File: config.mk
export PLATFORM = sky130hd
export DESIGN_NAME = int8_per_channel_requantize_relu
export DESIGN_NICKNAME = d
export VERILOG_FILES = /design/src/design/i8rq_pkg.sv /design/src/design/int8_per_channel_requantize_relu.sv
export SDC_FILE = /design/constraint.sdc
export NUM_CORES = 2
export LEC_CHECK = 0
export BUFFER_PORTS_ARGS = -buffer_cell sky130_fd_sc_hd__buf_2
export CORE_MARGIN = 8
export CORE_UTILIZATION = 50
export DETAILED_ROUTE_END_ITERATION = 8
export MAX_ROUTING_LAYER = met4
export PLACE_DENSITY = 0.66
export SLEW_MARGIN = 20
export SYNTH_ARGS = -nofsm -noshare
export SYNTH_HDL_FRONTEND = slang
export SYNTH_SLANG_ARGS = --single-unit
File: constraint.sdc
create_clock -name clk -period 21 [get_ports clk]
set_clock_uncertainty 0.15 [all_clocks]
set_input_delay 5.25 -clock clk [delete_from_list [all_inputs] [get_ports clk]]
set_output_delay 5.25 -clock clk [all_outputs]
set_load 0.005 [all_outputs]
File: src/design/i8rq_pkg.sv
// Package for the int8 per-channel requantisation block.
// Holds the int8 clamp limits and the special-case result codes.
// No dependencies.
`timescale 1ns / 1ps
`default_nettype none
package i8rq_pkg;

	localparam logic signed [31:0] QNT_MIN = -32'sd128;
	localparam logic signed [31:0] QNT_MAX = 32'sd127;

	// Outcome of the special-case checks on scale and accumulator
	typedef enum logic [1:0] {
		KIND_NORMAL = 2'd0,
		KIND_ZERO   = 2'd1,
		KIND_MAXPOS = 2'd2,
		KIND_SAT    = 2'd3
	} kind_t;

endpackage
`default_nettype wire

File: src/design/int8_per_channel_requantize_relu.sv
// Top level of the int8 per-channel requantisation block with optional ReLU.
// Uses i8rq_pkg for clamp limits and special-case codes.
// The result strobe done is registered behind the valid registers v_s1, v_s2, v_s3 and v_s4.
// Throughput: one beat per cycle; busy is never raised, as each stage holds one item.
// The 24 by 24 bit significand multiplier sets the middle stage; the receiver cannot stall.
// Reset clears the stage valid bits and the activation mode register.
`timescale 1ns / 1ps
`default_nettype none
module int8_per_channel_requantize_relu
	import i8rq_pkg::*;
(
	input  wire logic               clk,
	input  wire logic               arst_n,
	input  wire logic               start,
	output logic                    busy,
	input  wire logic signed [31:0] accumulator,
	input  wire logic        [31:0] scale_bits,
	input  wire logic signed [31:0] zero_point,
	input  wire logic               chunk_last,
	input  wire logic               cfg_we,
	input  wire logic               cfg_wdata,
	output logic                    done,
	output logic signed [7:0]       quantized,
	output logic                    last
);

	logic mode_q;
	logic v_s1, v_s2, v_s3, v_s4;

	// Stage 1: input register
	logic [31:0] acc_s1, sb_s1, zp_s1;
	logic        last_s1;

	// Stage 2: accumulator as single precision
	logic [23:0] sa_s2;
	logic [5:0]  ea_s2;
	logic        neg_s2, last_s2;
	logic [7:0]  sexp_s2;
	logic [22:0] sfrac_s2;
	kind_t       kind_s2;
	logic [31:0] zp_s2;

	// Stage 3: raw product
	logic [47:0] prod_s3;
	logic signed [9:0] e_s3;
	logic        neg_s3, last_s3;
	kind_t       kind_s3;
	logic [31:0] zp_s3;

	// Stage 4: rounded product
	logic [23:0] sig_s4;
	logic signed [9:0] e_s4;
	logic        neg_s4, last_s4;
	kind_t       kind_s4;
	logic [31:0] zp_s4;

	assign busy = 1'b0;

	// Configuration register
	always_ff @(posedge clk or negedge arst_n) begin
		if (!arst_n) begin
			mode_q <= 1'b0;
		end else if (cfg_we) begin
			mode_q <= cfg_wdata;
		end
	end

	// Valid chain
	always_ff @(posedge clk or negedge arst_n) begin
		if (!arst_n) begin
			v_s1 <= 1'b0;
			v_s2 <= 1'b0;
			v_s3 <= 1'b0;
			v_s4 <= 1'b0;
			done <= 1'b0;
		end else begin
			v_s1 <= start;
			v_s2 <= v_s1;
			v_s3 <= v_s2;
			v_s4 <= v_s3;
			done <= v_s4;
		end
	end

	always_ff @(posedge clk) begin
		acc_s1  <= accumulator;
		sb_s1   <= scale_bits;
		zp_s1   <= zero_point;
		last_s1 <= chunk_last;
	end

	// Magnitude, special cases and normalisation of the accumulator
	logic [31:0] mag_a, norm_a;
	logic [4:0]  p_a;
	logic        inc_a;
	logic [24:0] rnd_a;
	logic        neg_a;
	kind_t       kind_a;

	always_comb begin
		mag_a = acc_s1[31] ? (32'd0 - acc_s1) : acc_s1;
		neg_a = acc_s1[31] ^ sb_s1[31];
		p_a = 5'd0;
		for (int i = 0; i < 32; i++) begin
			if (mag_a[i]) p_a = 5'(i);
		end
		norm_a = mag_a << (5'd31 - p_a);
		inc_a = norm_a[7] && ((|norm_a[6:0]) || norm_a[8]);
		rnd_a = {1'b0, norm_a[31:8]} + {24'd0, inc_a};
		if (sb_s1[30:23] == 8'hFF) begin
			kind_a = ((|sb_s1[22:0]) || (mag_a == 32'd0)) ? KIND_MAXPOS : KIND_SAT;
		end else if (sb_s1[30:23] == 8'd0 || mag_a == 32'd0) begin
			kind_a = KIND_ZERO;
		end else begin
			kind_a = KIND_NORMAL;
		end
	end

	always_ff @(posedge clk) begin
		sa_s2    <= rnd_a[24] ? 24'h800000 : rnd_a[23:0];
		ea_s2    <= {1'b0, p_a} + {5'd0, rnd_a[24]};
		neg_s2   <= neg_a;
		sexp_s2  <= sb_s1[30:23];
		sfrac_s2 <= sb_s1[22:0];
		kind_s2  <= kind_a;
		zp_s2    <= zp_s1;
		last_s2  <= last_s1;
	end

	// Significand product and exponent sum
	always_ff @(posedge clk) begin
		prod_s3 <= 48'(sa_s2) * 48'({1'b1, sfrac_s2});
		e_s3    <= $signed({4'd0, ea_s2}) + $signed({2'd0, sexp_s2}) - 10'sd127;
		neg_s3  <= neg_s2;
		kind_s3 <= kind_s2;
		zp_s3   <= zp_s2;
		last_s3 <= last_s2;
	end

	// Round the product to 24 bits
	logic [23:0] keep_c;
	logic        g_c, st_c;
	logic [24:0] rnd_c;
	logic signed [9:0] e_c;

	always_comb begin
		if (prod_s3[47]) begin
			keep_c = prod_s3[47:24];
			g_c    = prod_s3[23];
			st_c   = |prod_s3[22:0];
			e_c    = e_s3 + 10'sd1;
		end else begin
			keep_c = prod_s3[46:23];
			g_c    = prod_s3[22];
			st_c   = |prod_s3[21:0];
			e_c    = e_s3;
		end
		rnd_c = {1'b0, keep_c} + {24'd0, g_c && (st_c || keep_c[0])};
	end

	always_ff @(posedge clk) begin
		sig_s4  <= rnd_c[24] ? 24'h800000 : rnd_c[23:0];
		e_s4    <= rnd_c[24] ? e_c + 10'sd1 : e_c;
		neg_s4  <= neg_s3;
		kind_s4 <= kind_s3;
		zp_s4   <= zp_s3;
		last_s4 <= last_s3;
	end

	// Conversion to int32, zero point, clamp and ReLU
	logic [31:0] iv_d, r_d, sum_d;
	logic [4:0]  sh_d;
	logic [24:0] q_d, rem_d, half_d;
	logic signed [31:0] v_d;
	logic [7:0]  res_d;

	always_comb begin
		sh_d   = 5'(10'sd23 - e_s4);
		q_d    = {1'b0, sig_s4} >> sh_d;
		rem_d  = {1'b0, sig_s4} & ((25'd1 << sh_d) - 25'd1);
		half_d = 25'd1 << (sh_d - 5'd1);
		if (rem_d > half_d || (rem_d == half_d && q_d[0])) q_d = q_d + 25'd1;
		if (e_s4 >= 10'sd23) begin
			iv_d = {8'd0, sig_s4} << 5'(e_s4 - 10'sd23);
		end else begin
			iv_d = {7'd0, q_d};
		end
		case (kind_s4)
			KIND_ZERO:   r_d = 32'd0;
			KIND_MAXPOS: r_d = 32'h7FFFFFFF;
			KIND_SAT:    r_d = neg_s4 ? 32'h80000000 : 32'h7FFFFFFF;
			default: begin
				if (e_s4 >= 10'sd31) begin
					r_d = neg_s4 ? 32'h80000000 : 32'h7FFFFFFF;
				end else if (e_s4 < -10'sd1) begin
					r_d = 32'd0;
				end else begin
					r_d = neg_s4 ? (32'd0 - iv_d) : iv_d;
				end
			end
		endcase
		sum_d = r_d + zp_s4;
		v_d = $signed(sum_d);
		if (v_d < QNT_MIN) v_d = QNT_MIN;
		if (v_d > QNT_MAX) v_d = QNT_MAX;
		if (mode_q && v_d < 32'sd0) v_d = 32'sd0;
		res_d = v_d[7:0];
	end

	always_ff @(posedge clk) begin
		quantized <= $signed(res_d);
		last      <= last_s4;
	end

endmodule
`default_nettype wire
==> flow_summary.toml <==
[setup_path]
reg2reg_slack_ns = 7.08
crit_fanout = 33
required_ns = 21.30
cp-end-kind = "register"
crit_path_start_kind = "register"
crit_arrival_ns = 14.23
worstSetupPathType = "reg -> reg"
crit_path_frequent_cell = "a21oi_1"
worst_path_max_delay_cell = "ha_1"
cpPeakStageDelay_ns = 0.74

[grt]
grtUsageTotal = 0.267
grt_overflow_total = 0
antenna_found_initial = 3
grt_max_degree = 73
grt_pass1_wl_mm = 188
grt_pass1_vias = 33654

[synth]
ys_seq_area_frac = 0.183
synthSimpleGateAreaFrac = 0.185
syn_inst = 4593
synth_top_family_by_area = "adder cells"
synth_adder_area_share = 0.315
muxShareOfSynthArea = 0.0553
synth_top_area_frac = 0.236
synth-compound-area-share = 0.138
async_flop_share = 0.0161
synth.distinct_cells = 121
syn-num-nets = 5436
synth_most_common_cell = "nand2_1"
syn_avg_cell_area_sq_um = 8.92
synth_ff_type = "dfxtp_1"
ys_warn_count = 0
synth_area_sq_um = 41000
ys_top_cells_by_area = "fa_1 24%, dfxtp_1 18%, ha_1 7.8%"
ys_ff_latch = 373
synth_common_cells = "552 x nand2_1, 516 x inv_1, 484 x fa_1, 367 x dfxtp_1, 275 x and2_1"
synth_top_cell_by_area = "fa_1"
synth-xor-area-share = 0.0479
synth-edff-count = 0

[cts]
clock_latency_ns = 0.60
cts_tree = "yes"
cts_resized = 0
cts_setup_buffers = 0
cts_buffer_depth = 3
clock-sinks = 373
clk_pin_slew_ns = 0.06
cts_hold_buf = 0
htreeDepth = 2
clock-root-buffer = "clkbuf_16"
cts_buffers = 43

[place]
port_buffers = 111
gp_congestion = 1.00
placed_area_sq_um = 42300
dp_hpwl_mm = 90.2

[cells_and_area]
fill_cells = 7552
fin_area_sq_um = 43800
multi_input_area_sq_um = 30400
seqCellArea_sq_um = 7510
syn2layout_area_growth_pct = 6.78
final_nets = 5409
post-route-util = 0.536
drive_gt1_frac = 0.0924

[timing]
fmax_ghz = 0.0718
max_slew_margin = 0.227
setup_violations = 0
final_hold_viol_count = 0
final.setup.tns_ns = 0
fin_crit_sh = 0.663
slew_violations = 0
worst_slew_pin_slew_ns = 1.15
final.min_clock_period_ns = 13.92
rsz0062_at_grt = "false"

[floorplanning]
core_sq_um = 81600
ios = 113
die_y_um = 302
start_util = 0.502
die_area_sq_um = 91400
std_cell_rows = 105
die-width_um = 302

[route]
viasPerCell = 5.98
drc = 0
firstDrtPassIters = 8
vias = 33927
wl_per_cell_um = 21.1
wirelength_mm = 120
drtIter0Drc = 3001
ant_nets = 0

[run]
cap_violations = 0

[status]
status = "finished, final reports clean"

[worst_hold_path]
hold_class = "reg -> reg"
-- cell usage in the layout, fill, tap and decap left out, types with 13 or more instances in the layout --
cell | Yosys | final
a211oi_1 | 46 | 46
a21boi_0 | 16 | 14
a21o_1 | 55 | 55
a21oi_1 | 178 | 178
a221oi_1 | 13 | 13
a22oi_1 | 13 | 13
a31oi_1 | 28 | 28
and2_1 | 275 | 275
and3_1 | 27 | 27
buf_2 | 39 | 111
buf_4 | 9 | 73
clkbuf_16 | 0 | 43
dfxtp_1 | 367 | 359
fa_1 | 484 | 484
ha_1 | 257 | 257
inv_1 | 516 | 516
mux2_2 | 36 | 36
mux2i_1 | 86 | 86
mux4_2 | 42 | 42
nand2_1 | 552 | 552
nand2b_1 | 28 | 28
nand3_1 | 117 | 117
nand4_1 | 46 | 46
nor2_1 | 188 | 188
nor2b_1 | 25 | 25
nor3_1 | 73 | 73
nor4_1 | 40 | 40
o211ai_1 | 41 | 41
o21a_1 | 38 | 38
o21ai_0 | 129 | 129
o22ai_1 | 25 | 25
o31ai_1 | 32 | 32
or2_2 | 22 | 22
or3_1 | 20 | 20
xnor2_1 | 136 | 135
xor2_1 | 88 | 88
-- worst max-delay path: cells and delay by family, from the launching register on --
kind | cells | cell delay, ns
AOI/OAI and AO/OA | 22 | 5.36
and+or+nand+nor | 19 | 4.90
adders and majority gates | 4 | 1.65
buffers and inverters | 3 | 1.13
DFF | 1 | 0.30
xor gates and xnor gates | 2 | 0.27
-- routing by layer --
metal	up-vias	part of all wire	track usage	wire length, um
met4	0	0.035	0.0871	4190
li1	15462	-	-	-
met1	16636	0.42	0.351	50300
met5	-	0	-	0
met2	1548	0.46	0.422	54900
met3	281	0.085	0.0428	10200
-- cell families after synthesis --
family | count (synthesis)
buffers and inverters | 776
DFF | 373
xor gates and xnor gates | 224
other | 1
muxes | 166
AOI/OAI and AO/OA | 809
and+or+nand+nor | 1503
adders and majority gates | 741
-- area by class of cell --
type / instances / share of cell area
multi-input combinational: 3444 / 0.695
sequential: 373 / 0.172
inverter: 520 / 0.0448
tap: 1070 / 0.0306
clock buffer: 57 / 0.0269
timing repair buffer: 184 / 0.0252
clock inverter: 23 / 0.00586
antenna: 4 / 0.000229
-- final timing paths --
| path | from | endpoint | cells past startpoint |
|---|---|---|---|
| worst max-delay path | e_s4[3] | quantized[2] | 50 |
| worst min register to register | zp_s3[23] | zp_s4[23] | 0 |
| worst min-delay path | zp_s3[23] | zp_s4[23] | 0 |
| max in group asynchronous | arst_n | v_s1 | 1 |
| min in group asynchronous | arst_n | mode_q | 1 |
| worst max register to register | e_s4[3] | quantized[2] | 50 |
-- flip-flops by register name, summed over array words and instances, names as in the netlist, 6 cells and up --
| signal | flops |
|---|---|
| zp_s3 | 32 |
| sig_s4 | 24 |
| zp_s1 | 32 |
| zp_s4 | 32 |
| e_s3 | 10 |
| zp_s2 | 32 |
| e_s4 | 10 |
| prod_s3 | 48 |
| sa_s2 | 24 |
| ea_s2 | 6 |
| sfrac_s2 | 23 |
| sexp_s2 | 8 |
| sb_s1 | 32 |
| acc_s1 | 32 |
| quantized | 8 |
-- stage by stage --
step	worst slack (ns)	cells	hold slack (ns)
2_1_floorplan	9.54	4593	0.160
3_5_place_dp	7.23	5591	0.162
4_1_cts	7.16	5671	0.173
6_report	7.08	5675	0.171
3_3_place_gp	7.57	5591	0.160
5_1_grt	5.82	5672	0.176
Power is not shown: default switching activity piles up to over one toggle a cycle in this logic, so the estimate is an artifact.
